**src/rtl/cls_pkg.sv**
```systemverilog
// Package: shared types, codes and constants of the contrast stretch block.
package cls_pkg;

  localparam logic [7:0] FULL_SCALE = 8'd255;
  localparam logic [7:0] LOW_RESET  = 8'd255;
  localparam logic [7:0] HIGH_RESET = 8'd0;

  localparam logic ACT_MEASURE = 1'b0;
  localparam logic ACT_MAP     = 1'b1;

  typedef struct packed {
    logic       action;
    logic [7:0] pixel_in;
    logic       frame_start;
    logic       frame_end;
  } in_item_t;

  typedef struct packed {
    logic [7:0] pixel_out;
    logic       frame_end_out;
  } out_item_t;

  // Divider request: start pulse with 16-bit dividend and 8-bit divisor.
  typedef struct packed {
    logic        start;
    logic [15:0] num;
    logic [7:0]  den;
  } div_req_t;

  typedef enum logic [1:0] {
    ST_IDLE,
    ST_DIV,
    ST_PUSH
  } cls_state_e;

endpackage

```
**src/rtl/cls_stream_if.sv**
```systemverilog
// Interface: valid/ready request channel with a typed payload.
interface cls_stream_if #(
  parameter type T = logic
);
  logic valid;
  logic ready;
  T     data;

  modport source (output valid, output data, input ready);
  modport sink   (input valid, input data, output ready);
endinterface

```
**src/rtl/contrast_linear_stretch.sv**
```systemverilog
// Top level: linear contrast stretch of 8-bit grayscale frames.
//
// The frame is sent twice. Measure requests (action 0) update the running
// minimum and maximum in the cycle they are accepted and give no result;
// one is taken every cycle while no map request is in progress. A map
// request (action 1) gives one result, clamp((p - min) * 255 / (max - min),
// 0, 255), or p itself when max is not above min. Pixels at or below the
// minimum give 0 and at or above the maximum give 255 with no division;
// those results are registered and moved to the output register in the
// push state. Pixels strictly between go through a bit-serial restoring
// divider, one quotient bit per cycle: a load, 8 divide steps, a registered
// done flag, a capture into the result register and a push into the output
// register. The next request is taken once the controller is back in idle.
// A full output register with a stalled sink holds the controller in its
// push state for as long as the stall lasts. One request is worked on at a
// time. The result sits in an output register, so a new request is accepted
// while a finished result still waits for the sink.
module contrast_linear_stretch import cls_pkg::*; (
  input  logic          clk_i,
  input  logic          rst_ni,
  cls_stream_if.sink    in_i,
  cls_stream_if.source  out_o
);

  cls_state_e state_q, state_d;

  logic       in_acc;
  in_item_t   in_req;
  logic [7:0] low, high;
  logic       measure, map_req;
  logic       flat, at_low, at_high, need_div;
  logic [7:0] diff;
  logic [7:0] fast_res;

  div_req_t   div_req;
  logic       div_done;
  logic [7:0] div_quo;

  logic       push;
  logic [7:0] res_q, res_d;
  logic       feo_q, feo_d;
  logic       out_valid_q, out_valid_d;
  out_item_t  out_data_q, out_data_d;

  assign in_req  = in_i.data;
  assign in_acc  = in_i.valid & in_i.ready;
  assign measure = in_acc & (in_req.action == ACT_MEASURE);
  assign map_req = in_acc & (in_req.action == ACT_MAP);

  cls_range u_range (
    .clk_i     (clk_i),
    .rst_ni    (rst_ni),
    .upd_i     (measure),
    .restart_i (in_req.frame_start),
    .pix_i     (in_req.pixel_in),
    .low_o     (low),
    .high_o    (high)
  );

  // Trivial cases resolve without the divider.
  assign flat     = (high <= low);
  assign at_low   = (in_req.pixel_in <= low);
  assign at_high  = (in_req.pixel_in >= high);
  assign need_div = ~flat & ~at_low & ~at_high;

  always_comb begin
    if (flat)        fast_res = in_req.pixel_in;
    else if (at_low) fast_res = 8'd0;
    else             fast_res = FULL_SCALE;
  end

  // Dividend (p - min) * 255 formed as (d << 8) - d.
  assign diff          = in_req.pixel_in - low;
  assign div_req.start = map_req & need_div;
  assign div_req.num   = {diff, 8'h00} - {8'h00, diff};
  assign div_req.den   = high - low;

  cls_div u_div (
    .clk_i  (clk_i),
    .rst_ni (rst_ni),
    .req_i  (div_req),
    .done_o (div_done),
    .quo_o  (div_quo)
  );

  // Next state.
  always_comb begin
    state_d = state_q;
    unique case (state_q)
      ST_IDLE: begin
        if (map_req) state_d = need_div ? ST_DIV : ST_PUSH;
      end
      ST_DIV: begin
        if (div_done) state_d = ST_PUSH;
      end
      ST_PUSH: begin
        if (!out_valid_q || out_o.ready) state_d = ST_IDLE;
      end
      default: state_d = ST_IDLE;
    endcase
  end

  // Outputs of the controller.
  always_comb begin
    in_i.ready = 1'b0;
    push       = 1'b0;
    unique case (state_q)
      ST_IDLE: in_i.ready = 1'b1;
      ST_DIV:  ;
      ST_PUSH: push = !out_valid_q || out_o.ready;
      default: ;
    endcase
  end

  always_comb begin
    res_d = res_q;
    feo_d = feo_q;
    if (map_req) begin
      res_d = fast_res;
      feo_d = in_req.frame_end;
    end else if ((state_q == ST_DIV) && div_done) begin
      res_d = div_quo;
    end
  end

  // Output register.
  always_comb begin
    out_valid_d = out_valid_q;
    out_data_d  = out_data_q;
    if (out_valid_q && out_o.ready) out_valid_d = 1'b0;
    if (push) begin
      out_valid_d              = 1'b1;
      out_data_d.pixel_out     = res_q;
      out_data_d.frame_end_out = feo_q;
    end
  end

  always_ff @(posedge clk_i or negedge rst_ni) begin
    if (!rst_ni) begin
      state_q     <= ST_IDLE;
      out_valid_q <= 1'b0;
    end else begin
      state_q     <= state_d;
      out_valid_q <= out_valid_d;
    end
  end

  always_ff @(posedge clk_i) begin
    res_q      <= res_d;
    feo_q      <= feo_d;
    out_data_q <= out_data_d;
  end

  assign out_o.valid = out_valid_q;
  assign out_o.data  = out_data_q;

endmodule

```
**src/rtl/cls_range.sv**
```systemverilog
// Running minimum and maximum of the measured pixels.
module cls_range import cls_pkg::*; (
  input  logic       clk_i,
  input  logic       rst_ni,
  input  logic       upd_i,
  input  logic       restart_i,
  input  logic [7:0] pix_i,
  output logic [7:0] low_o,
  output logic [7:0] high_o
);

  logic [7:0] low_q, low_d;
  logic [7:0] high_q, high_d;

  always_comb begin
    low_d  = low_q;
    high_d = high_q;
    if (upd_i) begin
      if (restart_i) begin
        low_d  = pix_i;
        high_d = pix_i;
      end else begin
        if (pix_i < low_q)  low_d  = pix_i;
        if (pix_i > high_q) high_d = pix_i;
      end
    end
  end

  always_ff @(posedge clk_i or negedge rst_ni) begin
    if (!rst_ni) begin
      low_q  <= LOW_RESET;
      high_q <= HIGH_RESET;
    end else begin
      low_q  <= low_d;
      high_q <= high_d;
    end
  end

  assign low_o  = low_q;
  assign high_o = high_q;

endmodule

```
**src/rtl/cls_div.sv**
```systemverilog
// Bit-serial restoring divider: one quotient bit per cycle, 8 quotient bits.
// Dividend must satisfy num < den * 256.
module cls_div import cls_pkg::*; (
  input  logic       clk_i,
  input  logic       rst_ni,
  input  div_req_t   req_i,
  output logic       done_o,
  output logic [7:0] quo_o
);

  logic [7:0] rem_q, rem_d;
  logic [7:0] sh_q, sh_d;
  logic [7:0] quo_q, quo_d;
  logic [7:0] den_q, den_d;
  logic [2:0] cnt_q, cnt_d;
  logic       busy_q, busy_d;
  logic       done_q, done_d;
  logic [9:0] diff;
  logic       ge;

  // Trial subtract of the divisor from the shifted partial remainder.
  assign diff = {1'b0, rem_q, sh_q[7]} - {2'b00, den_q};
  assign ge   = ~diff[9];

  always_comb begin
    rem_d  = rem_q;
    sh_d   = sh_q;
    quo_d  = quo_q;
    den_d  = den_q;
    cnt_d  = cnt_q;
    busy_d = busy_q;
    done_d = 1'b0;
    if (req_i.start) begin
      rem_d  = req_i.num[15:8];
      sh_d   = req_i.num[7:0];
      den_d  = req_i.den;
      cnt_d  = 3'd0;
      busy_d = 1'b1;
    end else if (busy_q) begin
      rem_d = ge ? diff[7:0] : {rem_q[6:0], sh_q[7]};
      sh_d  = {sh_q[6:0], 1'b0};
      quo_d = {quo_q[6:0], ge};
      cnt_d = cnt_q + 3'd1;
      if (cnt_q == 3'd7) begin
        busy_d = 1'b0;
        done_d = 1'b1;
      end
    end
  end

  always_ff @(posedge clk_i or negedge rst_ni) begin
    if (!rst_ni) begin
      busy_q <= 1'b0;
      done_q <= 1'b0;
      cnt_q  <= 3'd0;
    end else begin
      busy_q <= busy_d;
      done_q <= done_d;
      cnt_q  <= cnt_d;
    end
  end

  always_ff @(posedge clk_i) begin
    rem_q <= rem_d;
    sh_q  <= sh_d;
    quo_q <= quo_d;
    den_q <= den_d;
  end

  assign done_o = done_q;
  assign quo_o  = quo_q;

endmodule

```
**src/flat_wrapper.sv**
```systemverilog
// flat-port wrapper written by rule: the top's interface ports become plain ports
module contrast_linear_stretch_flat import cls_pkg::*;
  (clk_i, rst_ni, in_i_valid, in_i_data, in_i_ready, out_o_valid, out_o_data, out_o_ready);
  cls_stream_if #(.T(in_item_t)) in_i_i ();
  cls_stream_if #(.T(out_item_t)) out_o_i ();
  input  logic clk_i;
  input  logic rst_ni;
  input wire logic [$bits(in_i_i.valid)-1:0] in_i_valid;
  input wire logic [$bits(in_i_i.data)-1:0] in_i_data;
  output wire logic [$bits(in_i_i.ready)-1:0] in_i_ready;
  output wire logic [$bits(out_o_i.valid)-1:0] out_o_valid;
  output wire logic [$bits(out_o_i.data)-1:0] out_o_data;
  input wire logic [$bits(out_o_i.ready)-1:0] out_o_ready;
  assign in_i_i.valid = in_i_valid;
  assign in_i_i.data = in_i_data;
  assign in_i_ready = in_i_i.ready;
  assign out_o_valid = out_o_i.valid;
  assign out_o_data = out_o_i.data;
  assign out_o_i.ready = out_o_ready;
  contrast_linear_stretch u_core (.clk_i(clk_i), .rst_ni(rst_ni), .in_i(in_i_i), .out_o(out_o_i));
endmodule
```
**config.mk**
```make
export PLATFORM = sky130hd
export DESIGN_NAME = contrast_linear_stretch_flat
export DESIGN_NICKNAME = d
export VERILOG_FILES = /design/src/rtl/cls_pkg.sv /design/src/rtl/cls_stream_if.sv /design/src/rtl/contrast_linear_stretch.sv /design/src/rtl/cls_range.sv /design/src/rtl/cls_div.sv /design/src/flat_wrapper.sv
export SDC_FILE = /design/constraint.sdc
export NUM_CORES = 1
export LEC_CHECK = 0
export BUFFER_PORTS_ARGS = -buffer_cell sky130_fd_sc_hd__buf_2
export CAP_MARGIN = 20
export CELL_PAD_IN_SITES_DETAIL_PLACEMENT = 1
export CELL_PAD_IN_SITES_GLOBAL_PLACEMENT = 1
export CORE_MARGIN = 1
export CORE_UTILIZATION = 45
export DETAILED_ROUTE_END_ITERATION = 12
export PLACE_DENSITY = 0.78
export RECOVER_POWER = 25
export SYNTH_ARGS = -nofsm -noshare
export SYNTH_HDL_FRONTEND = slang
export SYNTH_HIERARCHICAL = 1
export SYNTH_SLANG_ARGS = --single-unit
```
**constraint.sdc**
```tcl
create_clock -name clk_i -period 6.1 [get_ports clk_i]
set_input_delay 0.915 -clock clk_i [delete_from_list [all_inputs] [get_ports clk_i]]
set_output_delay 0.915 -clock clk_i [all_outputs]
set_load 0.05 [all_outputs]
```
* Word level (Yosys, flattened, before mapping) *
Cells that the tools add are included.

operators by class
  add/subtract/negate cells = 5
  order comparisons = 5
  equal/unequal tests = 6
  muxes and demuxes = 30
  bitwise operators = 12
  reduce and logical (&&, ||, !) cells = 14

operator list
  cell                                                 number
  two-way mux 8 bit                                    13
  <= comparator 8 bit                                  2
  subtractor 16 x 8 -> 16 bit                          1
  subtractor 8 bit                                     2
  two-way mux 1 bit                                    10
  nonzero test 2 bit                                   5
  subtractor 9 x 8 -> 10 bit                           1
  >= comparator 8 bit                                  1
  greater-than comparator 8 bit                        1
  less-than comparator 8 bit                           1
  two-way mux 2 bit                                    4
  AND 1 bit                                            6
  two-way mux 3 bit                                    2
  inverter 1 bit                                       6
  case mux 2 bit (3 select lines)                      1
  AND reduction 2 bit                                  3
  != test 2 x 1 -> 1 bit, second input constant        2
  adder 3 x 1 -> 3 bit, second input constant          1
  equality test 3 bit, second input constant           1
  AND reduction 3 bit                                  1
  equality test 2 x 1 -> 1 bit, second input constant  1
  equality test 2 bit, second input constant           1
  logical AND 1 bit                                    2
  zero test 2 bit                                      1
  other kinds (3)                                      3

storage, ports and cells
  register bits = 74
  input bits = 15
  output and inout bits = 11

* Longest topological paths before layout *
Gate-level depths: netlist of the first run.

  word-level depth = 7
  mapped depth = 14

* By module *
The synthesis of the first run kept the hierarchy.

modules (own cells, without submodules)
  module                   instances  cells an instance  area each (µm²)
  contrast_linear_stretch  1          249                2,207.1
  cls_div                  1          140                1,866.8
  cls_range                1          99                 1,108.6

* Least setup slack after synthesis of the first run *
OpenSTA, ideal clock, no wires.

  path kind = input -> register
  from = input port in_i_data[2]
  to = register u_core.u_div.rem_q[0] (enable)
  data arrival time = 4,013 ps
  data required time = 5,766 ps
  setup slack = 1,753 ps
  stages on the path = 12
  path buffers = 2
  cell sequence = inv_1 -> ha_1 -> fa_1 -> nor2b_1 -> o21a_1 -> nand2b_1 -> nand3b_1 -> nand3_1 -> nor3_1 -> buf_1 -> clkbuf_1 -> or2_2

RTL lines
  element                 line               text
  start: declaration      flat_wrapper.sv:9  input wire logic [$bits(in_i_i.data)-1:0] in_i_data;
  end signal: assignment  cls_div.sv:64      rem_q <= rem_d;
  end: declaration        cls_div.sv:11      logic [7:0] rem_q, rem_d;

==> insert_results.sql, run 1 <==
INSERT INTO impl_metrics (metric_group, metric, value, unit) VALUES
('status', 'outcome', 'finished clean', ''),
('power_and_ir_drop', 'post-layout-total-power', '3.56', 'mW'),
('logic_synthesis', 'synth_fp_nets', '558', ''),
('logic_synthesis', 'yosys-top-cells-area', 'edfxtp_1 29%, ha_1 13%, dfrtp_1 7.7%', ''),
('min_path', 'holdCritPathClass', 'reg2reg', ''),
('global_routing', 'grt_start_max_net_pins', '40', ''),
('logic_synthesis', 'yosysSeqAreaShare', '40.8', '%'),
('die', 'ioPinCount', '26', ''),
('die', 'design.core.area', '11000', 'sq um'),
('route', 'route.antenna.remaining_nets', '0', ''),
('die', 'die_area', '11900', 'sq um'),
('timing', 'timing.final.hold_violations', '0', ''),
('timing', 'fin_tns_setup', '0', 'ns'),
('route', 'drt_first_pass_iters', '4', ''),
('clocking', 'tritoncts', 'built', ''),
('worst_setup_path', 'worstSetupEndpointType', 'flip-flop', ''),
('clocking', 'cts_hold_repair.buffers', '0', ''),
('global_routing', 'grt_util_met3', '3.44', '%'),
('logic_synthesis', 'synth-warning-count', '6', ''),
('timing', 'maxClockFrequency', '0.271', 'GHz'),
('min_path', 'hold_path_origin', 'u_core/res_q[5]', ''),
('clocking', 'clock-sinks', '74', ''),
('worst_setup_path', 'path_cells', 'buf_2 > inv_1 > ha_1 > fa_1 > nor2b_1 > o21a_1 > nand2b_1 > nand3b_1 > nand3_1 > nor3_2 > buf_4 > or2_2', ''),
('worst_setup_path', 'worstPathBufferInverterCount', '3', ''),
('layout', 'stdcell_area', '5680', 'sq um'),
('logic_synthesis', 'syn_area', '5180', 'sq um'),
('global_routing', 'use_met2', '42.5', '%'),
('global_routing', 'global_route.peak_usage_layer', 'met2', ''),
('route', 'detail_route.vias_per_cell', '5.88', ''),
('clocking', 'ctsRootBufferMaster', 'clkbuf_16', ''),
('placement', 'gp_congestion', '0.842', ''),
('clocking', 'post-cts-setup-buffer-count', '0', ''),
('placement', 'io_buffers', '25', ''),
('global_routing', 'grt_util_met1', '29.6', '%'),
('timing', 'finalClockSkew', '0.0113', 'ns'),
('worst_setup_path', 'crit_type', 'in2reg', ''),
('timing', 'setup_viol', '0', ''),
('layout', 'stdcell_count', '657', ''),
('route', 'detail_route.drc_violations', '0', ''),
('clocking', 'h-tree-depth', '3', ''),
('die', 'std_cell_rows', '38', ''),
('timing', 'worst_tran_pin_value', '1.46', 'ns'),
('logic_synthesis', 'synth_top_cell_area_share', '29.0', '%'),
('logic_synthesis', 'syn-mean-instance-area', '10.6', 'sq um'),
('global_routing', 'globalRouteTotalUtil', '24.0', '%'),
('timing', 'final_period_minus_worst_setup_slack', '3.69', 'ns'),
('route', 'route.detailed.wl_per_inst', '20.1', 'um'),
('placement', 'numPlacedInstances', '640', ''),
('worst_setup_path', 'worst-path-max-fanout', '39', ''),
('layout', 'layout-area-overhead-vs-synth', '9.54', '%'),
('clocking', 'tritoncts.num_buffers', '9', ''),
('die', 'floorplan.die.height', '109', 'um'),
('worst_setup_path', 'timing.critical_path.max_delay_family', 'simple AND/OR/NAND/NOR gates', ''),
('global_routing', 'number_of_antenna_violations_at_the_first_check_in_global_routing', '0', ''),
('worst_setup_path', 'critPathLaunchType', 'input pin', ''),
('logic_synthesis', 'ys.flop_type', 'edfxtp_1', ''),
('job', 'cap_viol_max_count', '0', ''),
('logic_synthesis', 'synth_edf_count', '50', ''),
('worst_setup_path', 'critical_path.reg2reg.startpoint', 'u_core/u_range/high_o[0]', ''),
('clocking', 'clockBufferDepth', '2', ''),
('clocking', 'clk_pin_slew_worst_paths', '0.06', 'ns'),
('power_and_ir_drop', 'power_per_cell_area', '628', 'nW/um^2'),
('worst_setup_path', 'cp_data_required_time', '6.09', 'ns'),
('route', 'num_vias', '3862', ''),
('global_routing', 'grt_pass1_wl', '21.3', 'mm'),
('logic_synthesis', 'synth_cell_type_count', '76', ''),
('worst_setup_path', 'critPathMaxStageDelay', '0.44', 'ns'),
('die', 'die_width', '109', 'um'),
('global_routing', 'grt_overflow_total', '0', ''),
('layout', 'finish.net_count', '582', ''),
('placement', 'post-dp-hpwl', '9.98', 'mm');
sequential cells by signal, indices dropped and copies added (netlist names):
register and cells:
u_core/out_o.data 9, u_core/u_div/sh_q 8, u_core/res_q 8, u_core/u_div/cnt_q 3, u_core/feo_q 1, u_core/u_div/busy_q 1, u_core/u_div/quo_o 8, u_core/u_div/rem_q 8
u_core/out_o.valid 1, u_core/u_range/low_o 8, u_core/state_q 2, u_core/u_div/den_q 8, u_core/u_div/done_o 1, u_core/u_range/high_o 8
layout make-up:
type,count,area (sq um)
inverter,57,214
clock buffer,14,264
clock inverter,2,13.8
sequential,74,2110
multi-input combinational,343,2760
fill,1223,5350
tap,140,175
timing repair buffer,27,136
layer usage:
layer | share of wire, % | vias to the layer above
met2 | 52 | 73
met4 | 1.9 | 0
li1 | - | 1834
met5 | 0 | -
met1 | 41 | 1933
met3 | 4.4 | 22
placed cells by master (no fill, tap or decap), types with 3 or more instances in the layout:
cell       count
o211ai_1       9
a22o_1         7
and3_1         3
xnor2_1       11
clkbuf_1       4
nand4_1        9
nand2b_1      10
a21oi_1       21
mux2_2        10
fa_1           3
o21ai_1        5
a221o_1       11
a21o_1        14
clkbuf_16      9
inv_1         56
mux2_4         9
nor2_1        21
xor2_1         6
buf_2         25
or2_2          6
nand3_1        7
nor3_1         6
dfstp_2        8
ha_1          52
nand2_1       34
and2_1         3
o21ai_0        8
o21a_1         3
edfxtp_1      50
mux2i_1        6
a211oi_1       4
dfrtp_1       16
nor2b_1       14
logic make-up after synthesis:
group / Yosys count / share of synthesized area [%]
DFF: 74 / 40.8
and+or+nand+nor: 132 / 13.6
buffers and inverters: 71 / 6.06
xor gates and xnor gates: 18 / 3.19
muxes: 25 / 5.94
AOI/OAI and AO/OA: 113 / 16.8
adders and majority gates: 55 / 13.7
power breakdown:
group          internal, mW  switching [mW]  total, mW
Combinational         0.856            1.22       2.08
Clock                 0.298           0.202      0.500
Sequential            0.847           0.140      0.987
Total                  2.00            1.56       3.56
synth_stat cells, types with 9 or more instances:
library cell  count
nand2b_1         10
xnor2_1          11
nor2_1           21
edfxtp_1         50
o211ai_1          9
nor2b_1          14
a21o_1           14
nand2_1          34
mux2_4            9
nand4_1           9
inv_1            56
a221o_1          11
mux2_2           10
ha_1             52
dfrtp_1          16
a21oi_1          21
path summary, 6_finish.rpt:
path,end,depth (start not counted)
hold / removal,u_core/out_o.data[6],0
setup / recovery,u_core/u_div/sh_q[6],12
max in group asynchronous,u_core/u_div/done_o,1
min in group asynchronous,u_core/out_o.valid,1
hold reg to reg,u_core/out_o.data[6],0
setup reg to reg,u_core/u_div/sh_q[6],11
through the flow:
| stage | setup slack (ns) | utilization [%] |
|---|---|---|
| floorplan | 1.75 | - |
| global placement | 2.22 | 48.9 |
| detailed placement | 2.08 | 48.9 |
| CTS | 2.39 | 51.4 |
| global route | 2.12 | 51.5 |
| finish | 2.41 | 51.5 |
Note: power is estimated with default switching activity, not from simulation.
==> run 2, diff against run 1 <==
==> constraint.sdc (replaced) <==
create_clock -name clk_i -period 3.5 [get_ports clk_i]
set_input_delay 0.525 -clock clk_i [delete_from_list [all_inputs] [get_ports clk_i]]
set_output_delay 0.525 -clock clk_i [all_outputs]
set_load 0.05 [all_outputs]
==> insert_results.sql, run 2 (synthesis gave the netlist of run 1 again) <==
INSERT INTO impl_metrics (metric_group, metric, value, unit) VALUES
('status', 'outcome', 'finished clean', ''),
('power_and_ir_drop', 'power_report.internal_total', '3.48', 'mW'),
('timing', 'maxSlewHeadroom', '3.83', '%'),
('die', 'design.core.area', '11000', 'sq um'),
('route', 'drt_iter0_drc', '209', ''),
('die', 'ioPinCount', '26', ''),
('die', 'die_area', '11900', 'sq um'),
('clocking', 'clockBufferDepth', '2', ''),
('global_routing', 'globalRouteTotalUtil', '24.6', '%'),
('layout', 'finish.net_count', '594', ''),
('die', 'floorplan.die.height', '109', 'um'),
('power_and_ir_drop', 'sw_ratio', '43.9', '%'),
('layout', 'largest_reg_flops', '9', ''),
('worst_setup_path', 'cp_data_required_time', '3.47', 'ns'),
('timing', 'hold_ws', '0.380', 'ns'),
('global_routing', 'grt_overflow_total', '0', ''),
('placement', 'post-dp-hpwl', '10.2', 'mm'),
('route', 'drt_first_pass_iters', '4', ''),
('timing', 'setup_viol', '0', ''),
('timing', 'finalClockSkew', '0.00582', 'ns'),
('timing', 'unrepaired_setup_endpoints_after_global_routing', 'false', ''),
('worst_setup_path', 'worst-path-max-fanout', '39', ''),
('worst_setup_path', 'worstSetupEndpointType', 'flip-flop', ''),
('worst_setup_path', 'startpoint', 'u_core/u_range/low_o[6]', ''),
('route', 'routed_wirelength', '13.3', 'mm'),
('route', 'wirelength_met1', '5.57', 'mm'),
('layout', 'final_cell_utilization_of_the_core', '52.3', '%'),
('power_and_ir_drop', 'pwr-share-seq', '27.7', '%'),
('clocking', 'h-tree-depth', '3', ''),
('route', 'dr.max_layer_used', 'met4', ''),
('min_path', 'holdCritPathClass', 'in2reg', ''),
('global_routing', 'first_global_vias', '4234', ''),
('global_routing', 'grt_pass1_wl', '21.7', 'mm'),
('power_and_ir_drop', 'static-leakage-power', '2.61', 'nW'),
('clocking', 'cts_resized', '0', ''),
('worst_setup_path', 'worst_r2r_path_depth', '8', ''),
('timing', 'worst_tran_pin_value', '1.44', 'ns'),
('worst_setup_path', 'critical_path.reg2reg.startpoint', 'u_core/u_range/low_o[6]', ''),
('power_and_ir_drop', 'power_switching', '2.72', 'mW'),
('layout', 'final_common_cell', 'inv_1', ''),
('timing', 'timing.final.ws_setup', '0.250', 'ns'),
('route', 'met3WireLength', '558', 'um'),
('layout', 'layout-area-overhead-vs-synth', '11.3', '%'),
('power_and_ir_drop', 'p_comb_share', '59.0', '%'),
('placement', 'pre_cts_slack', '-0.0178', 'ns'),
('clocking', 'post-cts-setup-buffer-count', '0', ''),
('route', 'met2_length', '6.93', 'mm'),
('power_and_ir_drop', 'vdd_drop_max', '0.415', 'mV'),
('route', 'route.detailed.wl_per_inst', '19.9', 'um'),
('timing', 'maxClockFrequency', '0.308', 'GHz'),
('die', 'die_width', '109', 'um'),
('layout', 'post_route_cells_drive_above_1_share', '17.6', '%'),
('job', 'cap_viol_max_count', '0', ''),
('placement', 'placed_area', '5500', 'sq um'),
('worst_setup_path', 'worst_r2r_end', 'u_core/u_div/quo_o[7]', ''),
('clocking', 'tritoncts', 'built', ''),
('route', 'num_vias', '3898', ''),
('timing', 'number_of_pins_with_negative_max_slew_slack_in_the_final_report', '0', ''),
('clocking', 'cts_hold_repair.buffers', '0', ''),
('placement', 'gp_congestion', '0.792', ''),
('route', 'route.antenna.remaining_nets', '0', ''),
('layout', 'stdcell_area', '5770', 'sq um'),
('worst_setup_path', 'capturing_instance_or_port_of_the_critical_path', 'u_core/u_div/quo_o[7]', ''),
('route', 'detail_route.vias_per_cell', '5.83', ''),
('clocking', 'ctsRootBufferMaster', 'clkbuf_16', ''),
('timing', 'final_period_minus_worst_setup_slack', '3.25', 'ns'),
('worst_setup_path', 'critPathLaunchType', 'flip-flop', ''),
('worst_setup_path', 'crit_type', 'reg2reg', ''),
('die', 'std_cell_rows', '38', ''),
('clocking', 'tritoncts.num_buffers', '9', ''),
('clocking', 'clock-sinks', '74', ''),
('placement', 'io_buffers', '25', ''),
('power_and_ir_drop', 'power_per_cell_area', '1070', 'nW/um^2'),
('timing', 'layout_worst_path_cycle_share', '92.8', '%'),
('die', 'effective_utilization_at_floorplan', '47.0', '%'),
('worst_setup_path', 'r2r_setup_slack', '0.25', 'ns'),
('timing', 'timing.final.hold_violations', '0', ''),
('worst_setup_path', 'critical_path_arrival', '3.22', 'ns'),
('clocking', 'clk_pin_slew_worst_paths', '0.06', 'ns'),
('clocking', 'clock_latency', '0.34', 'ns'),
('route', 'detail_route.drc_violations', '0', ''),
('global_routing', 'number_of_antenna_violations_at_the_first_check_in_global_routing', '0', ''),
('layout', 'most-common-layout-cells', '56 x inv_1, 52 x ha_1, 50 x edfxtp_1, 34 x nand2_1, 24 x buf_2', ''),
('power_and_ir_drop', 'power.share.clock', '13.3', '%'),
('layout', 'n_antenna_cell', '0', ''),
('global_routing', 'grt_start_max_net_pins', '40', '');
## run 2: worst min path at each step
stage                     from                        to  slack (ns)  depth (start not counted)
2_1_floorplan           rst_ni        u_core/out_o.valid        0.23                          0
3_3_place_gp   u_core/res_q[3]      u_core/out_o.data[4]        0.40                          0
6_report          in_i_data[0]              u_core/feo_q        0.38                          1
3_5_place_dp   u_core/res_q[6]      u_core/out_o.data[7]        0.41                          0
4_1_cts                 rst_ni  u_core/u_range/high_o[4]        0.21                          1
5_1_grt           in_i_data[0]              u_core/feo_q        0.37                          1
## run 2: power by group through the flow
stage	clock, mW	combinational (mW)	sequential, mW
final	0.823	3.66	1.72
after floorplan	0	2.74	1.72
after CTS	0.841	3.65	1.72
after global placement	0	3.40	1.70
after detailed placement	0	3.60	1.73
after global routing	0.875	4.04	1.76
## run 2: final cells by class
cell class	count	area (sq um)
fill	1215	5260
multi-input combinational	343	2770
sequential	74	2110
timing repair buffer	39	239
clock buffer	9	225
inverter	57	214
tap	140	175
clock inverter	7	36.3
## run 2: stage by stage
| step | power, mW | cells | setup TNS, ns |
|---|---|---|---|
| after floorplan | 4.45 | 488 | 0 |
| after global placement | 5.10 | 651 | 0 |
| after detailed placement | 5.33 | 651 | -0.278 |
| after CTS | 6.21 | 667 | 0 |
| after global routing | 6.67 | 669 | 0 |
| final | 6.20 | 669 | 0 |
## run 2: worst max-delay path, stage by stage, from the launching register on
cell and delay (ns):
dfstp_2 0.54, inv_1 0.10, ha_1 0.50, nand4_1 0.19, or3_1 0.45, nand3_1 0.21
nor3_4 0.07, buf_12 0.20, nor2b_1 0.62
## run 2: layer usage
layer	global-route usage, %	vias up
li1	-	1861
met1	29.0	1940
met2	44.6	83
met3	5.22	14
met4	7.24	0
met5	0	-
==> run 3, diff against run 2 <==
--- a/config.mk
+++ b/config.mk
@@ -7,12 +7,10 @@
 export LEC_CHECK = 0
 export BUFFER_PORTS_ARGS = -buffer_cell sky130_fd_sc_hd__buf_2
 export CAP_MARGIN = 20
-export CELL_PAD_IN_SITES_DETAIL_PLACEMENT = 1
-export CELL_PAD_IN_SITES_GLOBAL_PLACEMENT = 1
 export CORE_MARGIN = 1
 export CORE_UTILIZATION = 45
 export DETAILED_ROUTE_END_ITERATION = 12
-export PLACE_DENSITY = 0.78
+export PLACE_DENSITY = 0.66
 export RECOVER_POWER = 25
 export SYNTH_ARGS = -nofsm -noshare
 export SYNTH_HDL_FRONTEND = slang
==> insert_results.sql, run 3 (synthesis gave the netlist of run 1 again) <==
INSERT INTO impl_metrics (metric_group, metric, value, unit) VALUES
('layout', 'final_cell_utilization_of_the_core', '52.6', '%'),
('timing', 'fin_tns_setup', '0', 'ns'),
('layout', 'final_common_cell', 'inv_1', ''),
('layout', 'post_route_cells_drive_above_1_share', '18.0', '%'),
('clocking', 'clock-sinks', '74', ''),
('worst_setup_path', 'r2r_setup_slack', '0.26', 'ns'),
('layout', 'most-common-layout-cells', '56 x inv_1, 52 x ha_1, 50 x edfxtp_1, 34 x nand2_1, 25 x buf_2', ''),
('route', 'route.detailed.wl_per_inst', '16.7', 'um'),
('worst_setup_path', 'cp_data_required_time', '3.45', 'ns'),
('timing', 'maxSlewHeadroom', '4.96', '%'),
('clocking', 'h-tree-depth', '3', ''),
('clocking', 'cts_resized', '0', ''),
('placement', 'gp_congestion', '0.925', ''),
('clocking', 'ctsRootBufferMaster', 'clkbuf_16', ''),
('worst_setup_path', 'critical_path.reg2reg.startpoint', 'u_core/u_range/low_o[5]', ''),
('worst_setup_path', 'worst_r2r_end', 'u_core/u_div/quo_o[0]', ''),
('global_routing', 'globalRouteTotalUtil', '20.7', '%'),
('route', 'num_vias', '3739', ''),
('worst_setup_path', 'worst-path-max-fanout', '39', ''),
('clocking', 'clock_latency', '0.34', 'ns'),
('job', 'cap_viol_max_count', '0', ''),
('die', 'die_area', '11900', 'sq um'),
('route', 'drt_iter0_drc', '213', ''),
('global_routing', 'grt_overflow_total', '0', ''),
('layout', 'stdcell_area', '5800', 'sq um'),
('clocking', 'tritoncts.num_buffers', '9', ''),
('timing', 'setup_viol', '0', ''),
('clocking', 'cts_hold_repair.buffers', '0', ''),
('global_routing', 'grt_start_max_net_pins', '40', ''),
('min_path', 'endpoint_worst_hold', 'u_core/feo_q', ''),
('worst_setup_path', 'worst_r2r_path_depth', '8', ''),
('die', 'floorplan.die.height', '109', 'um'),
('clocking', 'clockBufferDepth', '2', ''),
('global_routing', 'grt_pass1_wl', '18.6', 'mm'),
('die', 'ioPinCount', '26', ''),
('timing', 'layout_worst_path_cycle_share', '92.5', '%'),
('clocking', 'tritoncts', 'built', ''),
('power_and_ir_drop', 'static-leakage-power', '2.62', 'nW'),
('timing', 'unrepaired_setup_endpoints_after_global_routing', 'false', ''),
('die', 'die_width', '109', 'um'),
('status', 'outcome', 'finished clean', ''),
('clocking', 'clk_pin_slew_worst_paths', '0.06', 'ns'),
('die', 'design.core.area', '11000', 'sq um'),
('worst_setup_path', 'critPathLaunchType', 'flip-flop', ''),
('timing', 'maxClockFrequency', '0.309', 'GHz'),
('min_path', 'holdCritPathClass', 'in2reg', ''),
('power_and_ir_drop', 'vdd_drop_max', '0.434', 'mV'),
('layout', 'layout-area-overhead-vs-synth', '12.0', '%'),
('timing', 'number_of_pins_with_negative_max_slew_slack_in_the_final_report', '0', ''),
('route', 'routed_wirelength', '11.1', 'mm'),
('global_routing', 'first_global_vias', '3773', ''),
('global_routing', 'number_of_antenna_violations_at_the_first_check_in_global_routing', '0', ''),
('min_path', 'hold_path_origin', 'in_i_data[0]', ''),
('die', 'effective_utilization_at_floorplan', '47.0', '%'),
('layout', 'final.fill_count', '973', ''),
('worst_setup_path', 'critical_path_arrival', '3.19', 'ns'),
('timing', 'final_period_minus_worst_setup_slack', '3.24', 'ns'),
('layout', 'n_antenna_cell', '0', ''),
('layout', 'finish.net_count', '592', ''),
('placement', 'placed_area', '5490', 'sq um'),
('route', 'route.antenna.remaining_nets', '0', ''),
('timing', 'finalClockSkew', '0.0106', 'ns'),
('placement', 'io_buffers', '25', ''),
('die', 'std_cell_rows', '38', ''),
('worst_setup_path', 'crit_type', 'reg2reg', ''),
('power_and_ir_drop', 'power_per_cell_area', '1070', 'nW/um^2'),
('route', 'detail_route.vias_per_cell', '5.61', ''),
('route', 'drt_first_pass_iters', '4', ''),
('layout', 'largest_reg_flops', '9', ''),
('timing', 'worst_tran_pin_value', '1.43', 'ns'),
('timing', 'timing.final.hold_violations', '0', ''),
('clocking', 'post-cts-setup-buffer-count', '0', ''),
('placement', 'post-dp-hpwl', '8.41', 'mm'),
('min_path', 'min_delay_path_depth', '1', ''),
('worst_setup_path', 'worstSetupEndpointType', 'flip-flop', ''),
('route', 'detail_route.drc_violations', '0', '');
[run 3: cell types whose count changed in the layout (fill, tap and decap cells not counted), sizes merged]
| cell | before | now |
|---|---|---|
| bufinv | 0 | 1 |
| clkbuf | 12 | 11 |
| clkinv | 7 | 3 |
| inv | 56 | 58 |
[run 3: layout make-up]
| type | instances | area [sq um] | share of cell area [%] |
|---|---|---|---|
| flip-flops and latches | 74 | 2110 | 36.4 |
| clock inverters | 6 | 72.6 | 1.25 |
| clock buffers | 10 | 239 | 4.12 |
| well taps | 140 | 175 | 3.02 |
| inverters | 57 | 214 | 3.69 |
| multi-input cells | 343 | 2770 | 47.7 |
| repair buffers | 37 | 224 | 3.86 |
[run 3: critical path, stage by stage (launching register included)]
cell,delay [ns]
dfstp_2,0.54
inv_1,0.09
ha_1,0.46
nand4_1,0.17
or3_1,0.44
nand3_1,0.20
nor3_4,0.06
buf_12,0.20
nor2b_1,0.69
[run 3: worst max-delay path by stage]
stage / start / endpoint / slack, ns / cells after the start
final: u_core/u_range/low_o[5] / u_core/u_div/quo_o[0] / 0.26 / 8
after global routing: u_core/u_range/low_o[5] / u_core/u_div/quo_o[0] / 0.07 / 10
after CTS: u_core/u_range/low_o[3] / u_core/u_div/quo_o[0] / 0.27 / 10
after detailed placement: in_i_data[2] / u_core/u_div/sh_q[4] / 0.06 / 12
after global placement: in_i_data[2] / u_core/u_div/sh_q[0] / 0.21 / 12
after floorplan: in_i_data[2] / u_core/u_div/rem_q[0] / 0.02 / 12
[run 3: report_power, final]
group / internal, mW / switching [mW]
Combinational: 1.53 / 2.01
Clock: 0.579 / 0.372
Sequential: 1.47 / 0.227
Total: 3.58 / 2.61
[run 3: stage by stage]
step / hold slack (ns) / power [mW] / std cells / setup slack [ns]
detailed placement: 0.408 / 5.20 / 650 / 0.0598
finish: 0.373 / 6.19 / 667 / 0.262
floorplan: 0.229 / 4.45 / 488 / 0.0192
global placement: 0.402 / 5.09 / 650 / 0.207
CTS: 0.200 / 6.19 / 666 / 0.275
global route: 0.354 / 6.69 / 667 / 0.0720
[run 3: routing by layer]
metal,track usage [%],part of all wire [%],vias up
met5,0,0,-
met4,4.67,0.83,0
met3,4.51,3.2,7
met2,35.9,50,73
met1,26.2,46,1807
li1,-,-,1852
